## src/rtl/lfts_pkg.sv

```systemverilog
// lfts_pkg: shared types and codes for the led fade transition sequencer
// no dependencies; imported by every module under rtl

package lfts_pkg;

    // item kinds
    localparam logic KIND_START = 1'b0;
    localparam logic KIND_LOOP  = 1'b1;

    // configuration register indexes
    localparam logic [1:0] CFG_ANIM_MODE  = 2'd0;
    localparam logic [1:0] CFG_FLOOR      = 2'd1;
    localparam logic [1:0] CFG_RAMP_STEP  = 2'd2;

    localparam logic [7:0] RAMP_STEP_RESET = 8'd1;

    typedef enum logic [1:0] {
        PH_STANDBY  = 2'd0,
        PH_STARTING = 2'd1,
        PH_FADE_OUT = 2'd2,
        PH_FADE_IN  = 2'd3
    } phase_t;

    typedef enum logic [1:0] {
        TR_FADE_COLOR = 2'd0,
        TR_FADE_OUT   = 2'd1,
        TR_FADE_IN    = 2'd2,
        TR_IMMEDIATE  = 2'd3
    } trans_t;

    typedef struct packed {
        logic       anim_mode;
        logic [7:0] floor_brightness;
        logic [7:0] ramp_step;
    } cfg_t;

    typedef struct packed {
        logic        kind;
        logic [1:0]  transition_type;
        logic        load_color;
        logic [31:0] new_color;
        logic        load_brightness;
        logic [7:0]  new_brightness;
        logic [31:0] present_color;
        logic [7:0]  present_brightness;
        logic        step_due;
    } item_t;

    typedef struct packed {
        phase_t      phase;
        trans_t      active_transition;
        logic [31:0] goal_color;
        logic [31:0] shown_color;
        logic [7:0]  shown_brightness;
        logic [7:0]  goal_brightness;
        logic [7:0]  saved_brightness;
    } seq_state_t;

    typedef struct packed {
        logic        brightness_write;
        logic [7:0]  brightness_value;
        logic        color_write;
        logic [31:0] color_value;
        phase_t      phase;
    } result_t;

endpackage

```

## src/rtl/lfts_ramp.sv

```systemverilog
// lfts_ramp: one brightness ramp step toward a goal, clamped at the goal
// uses lfts_pkg; instantiated by lfts_step

module lfts_ramp
    import lfts_pkg::*;
(
    input  logic [7:0] shown,
    input  logic [7:0] goal,
    input  logic [7:0] step,
    output logic [7:0] next_level
);

    logic [8:0] up_sum;
    logic [8:0] goal_plus;

    assign up_sum    = {1'b0, shown} + {1'b0, step};
    assign goal_plus = {1'b0, goal} + {1'b0, step};

    always_comb begin
        next_level = shown;
        if (goal > shown) begin
            // rising, stop at goal
            next_level = (up_sum > {1'b0, goal}) ? goal : up_sum[7:0];
        end else if (goal < shown) begin
            // falling, stop at goal
            next_level = ({1'b0, shown} < goal_plus) ? goal : (shown - step);
        end
    end

endmodule

```

## src/rtl/lfts_step.sv

```systemverilog
// lfts_step: next sequencer state and result for one transaction
// uses lfts_pkg and lfts_ramp; instantiated by the top level

module lfts_step
    import lfts_pkg::*;
(
    input  item_t      item,
    input  seq_state_t st,
    input  cfg_t       cfg,
    output seq_state_t st_next,
    output result_t    res
);

    logic       do_ramp;
    logic [7:0] ramped;
    seq_state_t st_step;
    result_t    res_step;

    // ramp works against the goal left by the phase step
    lfts_ramp u_ramp (
        .shown      (st.shown_brightness),
        .goal       (st_step.goal_brightness),
        .step       (cfg.ramp_step),
        .next_level (ramped)
    );

    // phase step
    always_comb begin
        st_step  = st;
        res_step = '0;
        do_ramp  = 1'b0;

        if (item.kind == KIND_START) begin
            if (item.load_color) begin
                st_step.goal_color = item.new_color;
            end
            if (item.load_brightness) begin
                st_step.goal_brightness = item.new_brightness;
            end
            st_step.shown_color       = item.present_color;
            st_step.shown_brightness  = item.present_brightness;
            st_step.active_transition = trans_t'(item.transition_type);
            st_step.phase             = PH_STARTING;
        end else if (st.phase != PH_STANDBY) begin
            do_ramp = item.step_due;
            unique case (st.active_transition)
                TR_FADE_COLOR: begin
                    if (st.phase == PH_STARTING) begin
                        st_step.saved_brightness = st.shown_brightness;
                        st_step.goal_brightness  = cfg.floor_brightness;
                        st_step.phase            = PH_FADE_OUT;
                    end else if (st.phase == PH_FADE_OUT) begin
                        if (st.shown_brightness <= st.goal_brightness) begin
                            st_step.phase           = PH_FADE_IN;
                            st_step.shown_color     = st.goal_color;
                            st_step.goal_brightness = st.saved_brightness;
                            if (!cfg.anim_mode) begin
                                res_step.color_write = 1'b1;
                                res_step.color_value = st.goal_color;
                            end
                        end
                    end else begin
                        if (st.shown_brightness >= st.goal_brightness) begin
                            st_step.shown_color = st.goal_color;
                            st_step.phase       = PH_STANDBY;
                        end
                    end
                end
                TR_FADE_OUT: begin
                    if (st.phase == PH_STARTING) begin
                        st_step.goal_brightness = cfg.floor_brightness;
                        st_step.phase           = PH_FADE_OUT;
                    end else if (st.phase == PH_FADE_OUT) begin
                        if (st.shown_brightness <= st.goal_brightness) begin
                            st_step.phase = PH_STANDBY;
                        end
                    end
                end
                TR_FADE_IN: begin
                    if (st.phase == PH_STARTING) begin
                        st_step.phase = PH_FADE_IN;
                    end else if (st.phase == PH_FADE_IN) begin
                        if (st.shown_brightness >= st.goal_brightness) begin
                            st_step.phase = PH_STANDBY;
                        end
                    end
                end
                TR_IMMEDIATE: begin
                    res_step.color_write = 1'b1;
                    res_step.color_value = st.goal_color;
                    st_step.phase        = PH_STANDBY;
                    do_ramp              = 1'b0;
                end
                default: begin
                    st_step.phase = PH_STANDBY;
                end
            endcase
        end
    end

    // brightness ramp after the phase step
    always_comb begin
        st_next = st_step;
        res     = res_step;

        if (do_ramp) begin
            st_next.shown_brightness = ramped;
            res.brightness_write     = 1'b1;
        end

        res.brightness_value = st_next.shown_brightness;
        res.phase            = st_next.phase;
    end

endmodule

```

## src/rtl/led_fade_transition_sequencer.sv

```systemverilog
// led_fade_transition_sequencer: top level, handshake, registers and state
// uses lfts_pkg and lfts_step

// Sequences LED strip transitions (fade to colour, fade out, fade in,
// immediate colour). Every input transaction gives exactly one result
// transaction. The block takes one transaction per clock unless the result
// side stalls: an input register holds the accepted transaction, and once the
// result register is free or being taken the sequencer state and the result
// register are updated together from it, so a result reaches the m_ side
// through the input register and then the result register. Throughput is set
// by that single state update stage, which handles one transaction each cycle
// while the result register drains or is being taken. Configuration registers
// (index 0 animation mode, 1 floor brightness, 2 ramp step) are written
// through cfg_wr_en / cfg_index / cfg_wdata and should only change while no
// transaction is in flight.

module led_fade_transition_sequencer
    import lfts_pkg::*;
(
    input  logic        aclk,
    input  logic        aresetn,

    // configuration write port
    input  logic        cfg_wr_en,
    input  logic [1:0]  cfg_index,
    input  logic [7:0]  cfg_wdata,

    // input channel
    input  logic        s_valid,
    output logic        s_ready,
    input  logic        s_kind,
    input  logic [1:0]  s_transition_type,
    input  logic        s_load_color,
    input  logic [31:0] s_new_color,
    input  logic        s_load_brightness,
    input  logic [7:0]  s_new_brightness,
    input  logic [31:0] s_present_color,
    input  logic [7:0]  s_present_brightness,
    input  logic        s_step_due,

    // result channel
    output logic        m_valid,
    input  logic        m_ready,
    output logic        m_brightness_write,
    output logic [7:0]  m_brightness_value,
    output logic        m_color_write,
    output logic [31:0] m_color_value,
    output logic [1:0]  m_phase
);

    // configuration
    cfg_t       cfg_reg;

    // input stage
    logic       in_valid_reg;
    item_t      in_item_reg;
    item_t      s_item;

    // sequencer state and result stage
    seq_state_t state_reg;
    seq_state_t state_next;
    logic       out_valid_reg;
    result_t    out_res_reg;
    result_t    res_next;

    logic       advance;
    logic       s_take;

    // transaction moves from input register to result register
    assign advance = in_valid_reg && (!out_valid_reg || m_ready);
    // input register is free now or empties this cycle
    assign s_ready = !in_valid_reg || advance;
    assign s_take  = s_valid && s_ready;

    assign s_item = '{
        kind:               s_kind,
        transition_type:    s_transition_type,
        load_color:         s_load_color,
        new_color:          s_new_color,
        load_brightness:    s_load_brightness,
        new_brightness:     s_new_brightness,
        present_color:      s_present_color,
        present_brightness: s_present_brightness,
        step_due:           s_step_due
    };

    // configuration registers
    always_ff @(posedge aclk) begin
        if (!aresetn) begin
            cfg_reg.anim_mode        <= 1'b0;
            cfg_reg.floor_brightness <= '0;
            cfg_reg.ramp_step        <= RAMP_STEP_RESET;
        end else if (cfg_wr_en) begin
            unique case (cfg_index)
                CFG_ANIM_MODE: cfg_reg.anim_mode        <= cfg_wdata[0];
                CFG_FLOOR:     cfg_reg.floor_brightness <= cfg_wdata;
                CFG_RAMP_STEP: cfg_reg.ramp_step        <= cfg_wdata;
                default: begin
                    // unused index, write dropped
                end
            endcase
        end
    end

    // input register
    always_ff @(posedge aclk) begin
        if (!aresetn) begin
            in_valid_reg <= 1'b0;
        end else if (s_ready) begin
            in_valid_reg <= s_valid;
        end
    end

    always_ff @(posedge aclk) begin
        if (s_take) begin
            in_item_reg <= s_item;
        end
    end

    // per transaction logic: phase machine and brightness ramp
    lfts_step u_step (
        .item    (in_item_reg),
        .st      (state_reg),
        .cfg     (cfg_reg),
        .st_next (state_next),
        .res     (res_next)
    );

    // sequencer state, committed only when a transaction is processed
    always_ff @(posedge aclk) begin
        if (!aresetn) begin
            state_reg <= '0;
        end else if (advance) begin
            state_reg <= state_next;
        end
    end

    // result register
    always_ff @(posedge aclk) begin
        if (!aresetn) begin
            out_valid_reg <= 1'b0;
        end else if (advance) begin
            out_valid_reg <= 1'b1;
        end else if (m_ready) begin
            out_valid_reg <= 1'b0;
        end
    end

    always_ff @(posedge aclk) begin
        if (advance) begin
            out_res_reg <= res_next;
        end
    end

    assign m_valid            = out_valid_reg;
    assign m_brightness_write = out_res_reg.brightness_write;
    assign m_brightness_value = out_res_reg.brightness_value;
    assign m_color_write      = out_res_reg.color_write;
    assign m_color_value      = out_res_reg.color_value;
    assign m_phase            = out_res_reg.phase;

`ifndef SYNTHESIS
    // sequencer state only moves when a transaction is processed
    a_state_hold: assert property (@(posedge aclk) disable iff (!aresetn)
        !advance |=> $stable(state_reg))
        else $error("sequencer state changed without a transaction");

    // a colour write ends in standby (immediate) or starts the fade in
    a_color_phase: assert property (@(posedge aclk) disable iff (!aresetn)
        (m_valid && m_color_write) |-> (m_phase == PH_STANDBY || m_phase == PH_FADE_IN))
        else $error("colour write in unexpected phase");

    // no colour value without a colour write
    a_color_zero: assert property (@(posedge aclk) disable iff (!aresetn)
        (m_valid && !m_color_write) |-> (m_color_value == '0))
        else $error("colour value set without colour write");

    // both writes together only at the colour swap into fade in
    a_both_writes: assert property (@(posedge aclk) disable iff (!aresetn)
        (m_valid && m_color_write && m_brightness_write) |-> (m_phase == PH_FADE_IN))
        else $error("colour and brightness write outside the colour swap");
`endif

endmodule

```

## config.mk

```make
export PLATFORM = sky130hd
export DESIGN_NAME = led_fade_transition_sequencer
export DESIGN_NICKNAME = d
export VERILOG_FILES = /design/src/rtl/lfts_pkg.sv /design/src/rtl/lfts_ramp.sv /design/src/rtl/lfts_step.sv /design/src/rtl/led_fade_transition_sequencer.sv
export SDC_FILE = /design/constraint.sdc
export NUM_CORES = 1
export LEC_CHECK = 0
export BUFFER_PORTS_ARGS = -buffer_cell sky130_fd_sc_hd__buf_2
export CAP_MARGIN = 5
export CORE_AREA = 2 2 154 156
export CTS_BUF_LIST = sky130_fd_sc_hd__clkbuf_2 sky130_fd_sc_hd__clkbuf_4 sky130_fd_sc_hd__clkbuf_8
export CTS_CLUSTER_DIAMETER = 80
export CTS_CLUSTER_SIZE = 12
export DETAILED_ROUTE_END_ITERATION = 10
export DIE_AREA = 0 0 156 158
export PLACE_DENSITY = 0.87
export SLEW_MARGIN = 25
export SYNTH_ARGS = -nofsm -noshare
export SYNTH_HDL_FRONTEND = slang
export SYNTH_HIERARCHICAL = 1
export SYNTH_SLANG_ARGS = --single-unit
```

## constraint.sdc

```tcl
create_clock -name aclk -period 4.8 [get_ports aclk]
set_clock_uncertainty 0.05 [all_clocks]
set_input_delay 0.48 -clock aclk [delete_from_list [all_inputs] [get_ports aclk]]
set_output_delay 0.48 -clock aclk [all_outputs]
set_load 0.005 [all_outputs]
```

# --- After elaboration in Yosys (flattened, before gate mapping) ---
# Index checks and enable logic that the tools add are counted.
word_totals:
  register_bits: 177
  word_cells: 98
  inputBits: 101
  out_inout_bits: 46
classes:
  reduce_logical: 17
  n_eq_ne: 8
  bitwise: 1
  muxes: 39
  n_addsub: 3
  magnitude_cmp: 6
op_table:
  columns: ["op", "n"]
  rows:
  - ["33-bit two-way mux", 4]
  - ["8-bit two-way mux", 14]
  - ["33-bit one-hot mux with 2 select lines", 1]
  - ["2-bit two-way mux", 11]
  - ["8-bit by 8-bit adder with 9-bit output", 2]
  - ["16-bit two-way mux", 1]
  - ["8-bit one-hot mux with 2 select lines", 1]
  - ["2-bit equality test (second input constant)", 5]
  - ["2-bit AND reduction", 5]
  - ["9-bit by 8-bit > comparator with 1-bit output", 1]
  - ["8-bit by 9-bit < comparator with 1-bit output", 1]
  - ["8-bit greater-or-equal comparator", 1]
  - ["8-bit > comparator", 1]
  - ["8-bit <= comparator", 1]
  - ["8-bit < comparator", 1]
  - ["2-bit one-hot mux with 4 select lines", 1]
  - ["8-bit subtractor", 1]
  - ["2-bit by 1-bit equality test with 1-bit output (second input constant)", 3]
  - ["1-bit two-way mux", 6]
  - ["5-bit AND reduction", 1]
  - ["2-bit zero test", 2]
  - ["2-bit nonzero test", 2]
  - ["3-bit AND reduction", 1]
  - ["1-bit logical AND", 2]
  - ["other kinds (3)", 5]

# --- Longest topological paths before layout ---
# Gate-level depths: netlist of run 1.
logic_depth:
  word_depth: 13
  ltp_mapped: 30
  mapped_depth_nobuf: 27

# --- By module ---
# The synthesis of run 1 kept the hierarchy.
modules_own_cells:
  columns: ["mod", "area_per_inst_um2", "seq_area_each_um2", "instances", "cells_per_inst"]
  rows:
  - ["led_fade_transition_sequencer", 8267.9, 6125.9, 1, 605]
  - ["lfts_step", 2538.7, 0.0, 1, 345]
  - ["lfts_ramp", 1925.6, 0.0, 1, 249]

# --- Worst setup path after synthesis of run 1 ---
# Ideal clock, no wire load.
synth_timing:
  path_type: "reg2reg"
  startpoint: "reg state_reg[9] (netlist name)"
  endpoint: "reg state_reg[16] (netlist name)"
  slack_ps: -374
  required_time_ps: 4631
  n_path_buf: 2
  setup_ps: 119
  arrival_ps: 5005
  synth_period_minus_slack_ps: 5174
  stages_incl_launch_ff: 29
  path_cell_list: "dfxtp_1 -> inv_1 -> ha_1 -> nor2b_4 -> o211ai_2 -> a211o_1 -> and3_1 -> buf_4 -> mux2i_1 -> o21ai_1 -> ha_1 -> a21o_1 -> a21oi_1 -> nor2b_1 -> o21a_1 -> o21ai_0 -> xor2_1 -> ha_1 -> or4_1 -> nor2_1 -> o21ai_0 -> nand3_1 -> a211oi_1 -> a221o_1 -> nand2_1 -> o21ai_1 -> buf_4 -> nand2_1 -> mux2i_1"
synth_rtl:
  columns: ["item", "line_no", "source"]
  rows:
  - ["from (decl)", "led_fade_transition_sequencer.sv:60", "seq_state_t state_reg;"]
  - ["from (signal assigned)", "led_fade_transition_sequencer.sv:134", "state_reg <= state_next;"]

==> metrics, run 1 <==
Comb pwr share 0.227; min setup slack post-route -0.302 ns; Leakage 0.00481 µW; outcome finished, violations left; yosys warns 6; crit path DAT 5.37 ns; synthesis-to-layout area growth 20.9%; first-pass GRT wire length 37200 µm; largest net degree at the start of global routing 105; core area 23100 µm²; I/O Pins 147; area of placed instances 11000 µm²; worst flop-to-flop path endpoint state_reg[23]; synthesized area 9880 µm²; Clock transition at path regs 0.12 ns; vias in the first global route 7436; Setup CP Type reg -> reg; Core Util, Final 0.518; CTS Buffer Depth 2; met3 GRT Util 0.0350; Critical Path Start Type register; non-filler cells, final 1431; Slew Limit Headroom 0.442; Via density 5.30; Port Buffers 114; cell count of the worst reg-to-reg path 25; Die Area 24600 µm²; worst reg2reg path startpoint state_reg[11]; Syn Area/Cell 10.4 µm²; part of the cycle the worst path needs 1.06; Max Cap Viol 0; CTS tree built; FILL cells 1935; Mapped Nets 1115; violated checks negative setup slack; Sw Pwr 1060 µW; placer congestion estimate 0.945; GRT Resource Usage Total 0.192; mean routed wirelength per cell 17.0 µm; Max Fclk 0.196 GHz; RSZ-0062 raised after global routing true; internal power 2500 µW; worst reg2reg setup slack -0.30 ns; final setup vio count 16; Final min period 5.10 ns; total power 3560 µW; # DRC 0; max reg flops 60; Sequential Area 4540 µm²; grt peak-use layer met2; CTS H-tree depth 4; Num CTS Buffers 17; Crit path required time 5.07 ns; met1 global-route usage 0.244; final count of hold timing violations 0; number of instances in the placed design 1363; First-pass DRT Iterations 5; CP max FO 6; maximum vdd drop 0.000183 V; WL final 24400 µm; antenna viol nets, final 0; Iteration-0 DRC Markers 471; Sw Ratio 0.298; Initial Utilization 0.428; Critical path origin state_reg[11]; Root Driver clkbuf_8; Clock Sink Count 177; post-route cell area 11900 µm²; multi-input logic area 5090 µm²; DIE HEIGHT 158 µm; Reg power frac 0.476; initial antenna violation count 1; Clk Latency, worst-skew pair 0.47 ns; Worst-Margin Slew 0.837 ns; min-delay src s_new_color[17]; layout cells sized above 1 0.327; met2 usage 0.324; total number of vias 7589; HPWL Detailed 16600 µm; Critical Path Sink state_reg[23]; class of the worst hold path in -> reg; Final nets 1288; Synth Instances 953; Max Slew Vio Count 0; Clock power frac 0.296; GRT overflow 0; Row Count 56; Critical Path Sink Type register; PD cells 298 nW/µm²; die width 156 µm
how the worst min path moves through the flow:
stage	to	slack, ns	cells after the start
after global placement	state_reg[58]	0.40	2
after floorplan	state_reg[91]	0.38	2
after detailed placement	state_reg[86]	0.41	2
after CTS	in_item_reg[67]	0.09	1
final	in_item_reg[67]	0.12	1
after global routing	in_item_reg[80]	0.08	1
worst max-delay path: stages, from the launching register on:
cell and delay, ns:
dfxtp_2 0.37, inv_4 0.05, ha_4 0.27, nand4_1 0.16
or2_4 0.28, nand2_2 0.07, and3_4 0.24, mux2i_2 0.25
o21ai_2 0.13, ha_1 0.32, a21o_1 0.17, a21oi_2 0.15
nor2b_1 0.08, o21a_1 0.21, o21ai_2 0.15, xor2_1 0.10
ha_2 0.18, or4_4 0.56, o221a_4 0.27, nand3_4 0.14
mux2i_1 0.21, o221ai_1 0.16, nand2_1 0.11, o21ai_1 0.08
nand2_1 0.09, mux2i_1 0.09
area by class of cell:
type / instances / share of cell area
diodes: 2 / 0.000419
inverters: 40 / 0.0128
multi-input cells: 671 / 0.426
clock buffers: 18 / 0.0202
repair buffers: 219 / 0.115
well taps: 290 / 0.0304
flip-flops and latches: 177 / 0.380
clock inverters: 14 / 0.0147
per-stage QoR:
step                setup WS [ns]  hold WS (ns)  setup TNS (ns)
finish                     -0.302         0.124           -3.82
global route               -0.516        0.0850           -6.61
CTS                        -0.142        0.0949           -1.37
detailed placement         -0.355         0.412           -4.56
global placement           -0.211         0.397           -2.33
floorplan                 -0.0182         0.381         -0.0182
per-layer routing:
layer / part of all wire / wire length (µm) / vias up
li1: - / - / 3735
met1: 0.43 / 10400 / 3589
met2: 0.50 / 12100 / 214
met3: 0.048 / 1160 / 51
met4: 0.027 / 668 / 0
met5: 0 / 0 / -
power by group through the flow:
stage                     clock [µW]  sequential, µW  combinational [µW]
after floorplan                    0            1720                 461
after global placement             0            1730                 631
after detailed placement           0            1730                 650
after CTS                       1080            1700                 756
after global routing            1140            1700                 868
final                           1060            1700                 810
cells in the final DEF, fill, tap and decap left out, types with 6 or more instances in the layout:
cell        n
a21oi_1    18
a31oi_1     9
and2_1     34
buf_2     113
buf_4     104
clkbuf_8   17
dfxtp_1    67
dfxtp_2    12
edfxtp_1   98
ha_1       49
ha_4        7
inv_1      34
mux2_1      6
mux2_2     37
mux2i_1    83
nand2_1   167
nand2b_1    7
nand3_1    17
nand4_1     7
nor2_1     24
nor2b_1     7
o211ai_1   13
o21a_1     10
o21ai_0    41
o21ai_1    15
o21ai_2    10
xnor2_1     6
timing repair:
| item | 4_1_cts | 5_1_grt |
|---|---|---|
| hold buffers | 0 | 0 |
| hold endpoints to repair | 0 | 0 |
| buffers inserted | 29 | 8 |
| pin swaps | 13 | 12 |
| resized for setup | 36 | 20 |
| endpoints found under the setup margin | 16 | 20 |
Note: power is estimated with default switching activity, not from simulation.
==> run 2, diff against run 1 <==
--- a/config.mk
+++ b/config.mk
@@ -7,15 +7,15 @@
 export LEC_CHECK = 0
 export BUFFER_PORTS_ARGS = -buffer_cell sky130_fd_sc_hd__buf_2
 export CAP_MARGIN = 5
-export CORE_AREA = 2 2 154 156
+export CORE_AREA = 2 2 132 134
 export CTS_BUF_LIST = sky130_fd_sc_hd__clkbuf_2 sky130_fd_sc_hd__clkbuf_4 sky130_fd_sc_hd__clkbuf_8
 export CTS_CLUSTER_DIAMETER = 80
 export CTS_CLUSTER_SIZE = 12
 export DETAILED_ROUTE_END_ITERATION = 10
-export DIE_AREA = 0 0 156 158
-export PLACE_DENSITY = 0.87
+export DIE_AREA = 0 0 134 136
+export GPL_ROUTABILITY_DRIVEN = 0
+export PLACE_DENSITY = 0.85
 export SLEW_MARGIN = 25
 export SYNTH_ARGS = -nofsm -noshare
 export SYNTH_HDL_FRONTEND = slang
-export SYNTH_HIERARCHICAL = 1
 export SYNTH_SLANG_ARGS = --single-unit
==> run 2 against run 1 <==
Net effect:
- via count down 3.4%
- first-iteration DRC count up 77%
- combinational power down 2.7%
- largest cell class is now sequential cells
- synthesized cell count down 12%
- the run still ends with negative setup slack left
- sequential power about the same
- sequential cell count unchanged
- clock power about the same
- global-route usage up 6.0 points
==> metrics, run 2 <==
outcome finished, violations left; violated checks negative setup slack; Synth Area in Compound Gates 0.154; internal power 2470 µW; Setup CP Type reg -> reg; Die Area 18200 µm²; vias in the first global route 6963; GRT Resource Usage Total 0.252; # DRC 0; Core Util, Final 0.653; die width 134 µm; mean routed wirelength per cell 18.2 µm; CTS Buffer Depth 2; Sw Pwr 1100 µW; HPWL Detailed 15700 µm; Yosys cell types 67; max reg flops 60; Synth area leaders edfxtp_1 34%, dfxtp_1 18%, ha_1 8.6%; Synth Instances 836; Synth top area share 0.338; post-route cell area 11000 µm²; class of the worst hold path in -> reg; Crit path required time 4.96 ns; Most used DFF post-synth edfxtp_1; adder-cell area share of the yosys netlist 0.0932; post-synthesis mux area share 0.0231; CP max FO 4; Final nets 1209; Worst-Margin Slew 0.877 ns; dominant cell type by area after synthesis edfxtp_1; Sw Ratio 0.309; Critical Path Start Type register; Leakage 0.00463 µW; maximum vdd drop 0.000280 V; GRT overflow 0; synthesis-to-layout area growth 26.7%; # diodes 0; Root Driver clkbuf_8; Final min period 5.63 ns; Clock power frac 0.305; initial antenna violation count 0; Comb pwr share 0.220; PD cells 324 nW/µm²; area of placed instances 10200 µm²; Slew Limit Headroom 0.415; commonest cells in the netlist 112 x nand2_1, 98 x edfxtp_1, 79 x dfxtp_1; layout cells sized above 1 0.322; sequential cell area fraction in the yosys report 0.520; Row Count 48; First-pass DRT Iterations 5; Clock transition at path regs 0.11 ns; Clock Sink Count 177; number of flops mapped to enable cells by yosys 98; Mapped Nets 1000; Port Buffers 114; part of the cycle the worst path needs 1.17; total number of vias 7333; Max Cap Viol 0; Initial Utilization 0.516; crit path DAT 5.78 ns; CTS Hold Bufs 0; Iteration-0 DRC Markers 835; first-pass GRT wire length 35300 µm; largest family of logic cells by synthesized area simple AND/OR/NAND/NOR gates; Syn Area/Cell 10.4 µm²; largest net degree at the start of global routing 55; min setup slack post-route -0.827 ns; most common cell after layout, fill and taps aside buf_2; CTS tree built; Async S/R FF share, synth 0; CTS H-tree depth 4; most frequent cell after synthesis nand2_1; synthesized area 8700 µm²; Reg power frac 0.474; final setup vio count 16; yosys warns 0; Critical Path Sink Type register; core area 16900 µm²; Yosys reg bits 177; RSZ-0062 raised after global routing true; Max Fclk 0.178 GHz; xor and xnor fraction of the mapped netlist area 0.0161; DIE HEIGHT 136 µm; antenna viol nets, final 0; most frequent cells in the layout 114 x buf_2, 111 x nand2_1, 110 x buf_4; Clk Latency, worst-skew pair 0.48 ns; I/O Pins 147; WL final 23300 µm; Num CTS Buffers 17; Via density 5.72; total power 3570 µW; Max Slew Vio Count 0; final count of hold timing violations 0; worst reg2reg setup slack -0.83 ns; simple-gate portion of the synthesized area 0.156
run 2: metrics by stage:
stage / setup WS, ns / std cells / hold WS, ns / TNS, ns
floorplan: -0.437 / 836 / 0.382 / -4.33
global placement: -0.544 / 1234 / 0.387 / -6.96
detailed placement: -0.676 / 1234 / 0.394 / -9.03
CTS: -0.607 / 1279 / 0.0922 / -7.73
global route: -0.991 / 1283 / 0.0893 / -13.70
finish: -0.827 / 1283 / 0.120 / -10.96
run 2: metal layers:
layer,vias up,global-route usage,part of all wire
met4,0,0.121,0.045
met5,-,0,0
met2,410,0.413,0.47
li1,3406,-,-
met1,3429,0.318,0.40
met3,88,0.0552,0.080
run 2: logic make-up after synthesis:
logic type,count (synthesis)
multiplexers,20
buffers and inverters,84
adder cells (fa/ha/maj),63
AO/OA/AOI/OAI,190
XOR/XNOR,16
flip-flops,177
AND/OR/NAND/NOR,286
run 2: final timing paths:
kind	startpoint	endpoint	depth (start not counted)
worst min-delay path	s_new_color[28]	in_item_reg[78]	1
worst max register to register	state_reg[14]	m_brightness_value[2]	26
worst min register to register	state_reg[60]	state_reg[60]	2
worst max-delay path	state_reg[14]	m_brightness_value[2]	26
run 2: cell type report:
cell class / count / area (µm²)
inverters: 46 / 173
repair buffers: 228 / 1440
multi-input cells: 575 / 4150
clock inverters: 15 / 204
flip-flops and latches: 177 / 4540
well taps: 225 / 282
clock buffers: 17 / 234
fillers: 1196 / 5850
run 2: what timing repair did:
action | in CTS | in global routing
buffers inserted | 15 | 4
gates resized for setup | 33 | 8
pin swaps | 39 | 7
setup endpoints to repair | 16 | 16
run 2: power groups by stage:
stage / clock (µW) / sequential, µW / combinational [µW]
3_3_place_gp: 0 / 1720 / 636
3_5_place_dp: 0 / 1730 / 657
5_1_grt: 1160 / 1700 / 840
4_1_cts: 1110 / 1690 / 720
6_report: 1090 / 1690 / 788
2_1_floorplan: 0 / 1730 / 386
run 2: critical path, cell delays in order (launching register included):
cell,delay [ns]
dfxtp_2,0.37
inv_2,0.06
ha_4,0.26
nand4_1,0.17
nor2_4,0.22
a211oi_4,0.08
nor4b_4,0.36
a211oi_1,0.12
or3_1,0.43
inv_2,0.11
ha_4,0.20
a21o_1,0.14
a21o_1,0.19
a21o_1,0.16
a21o_1,0.20
a21oi_2,0.16
o21bai_1,0.10
xnor2_1,0.14
ha_2,0.20
a211oi_2,0.16
nand3_2,0.12
a31oi_4,0.22
a2111oi_4,0.10
a221o_1,0.33
a21o_1,0.16
a2111o_1,0.34
a21boi_2,0.18
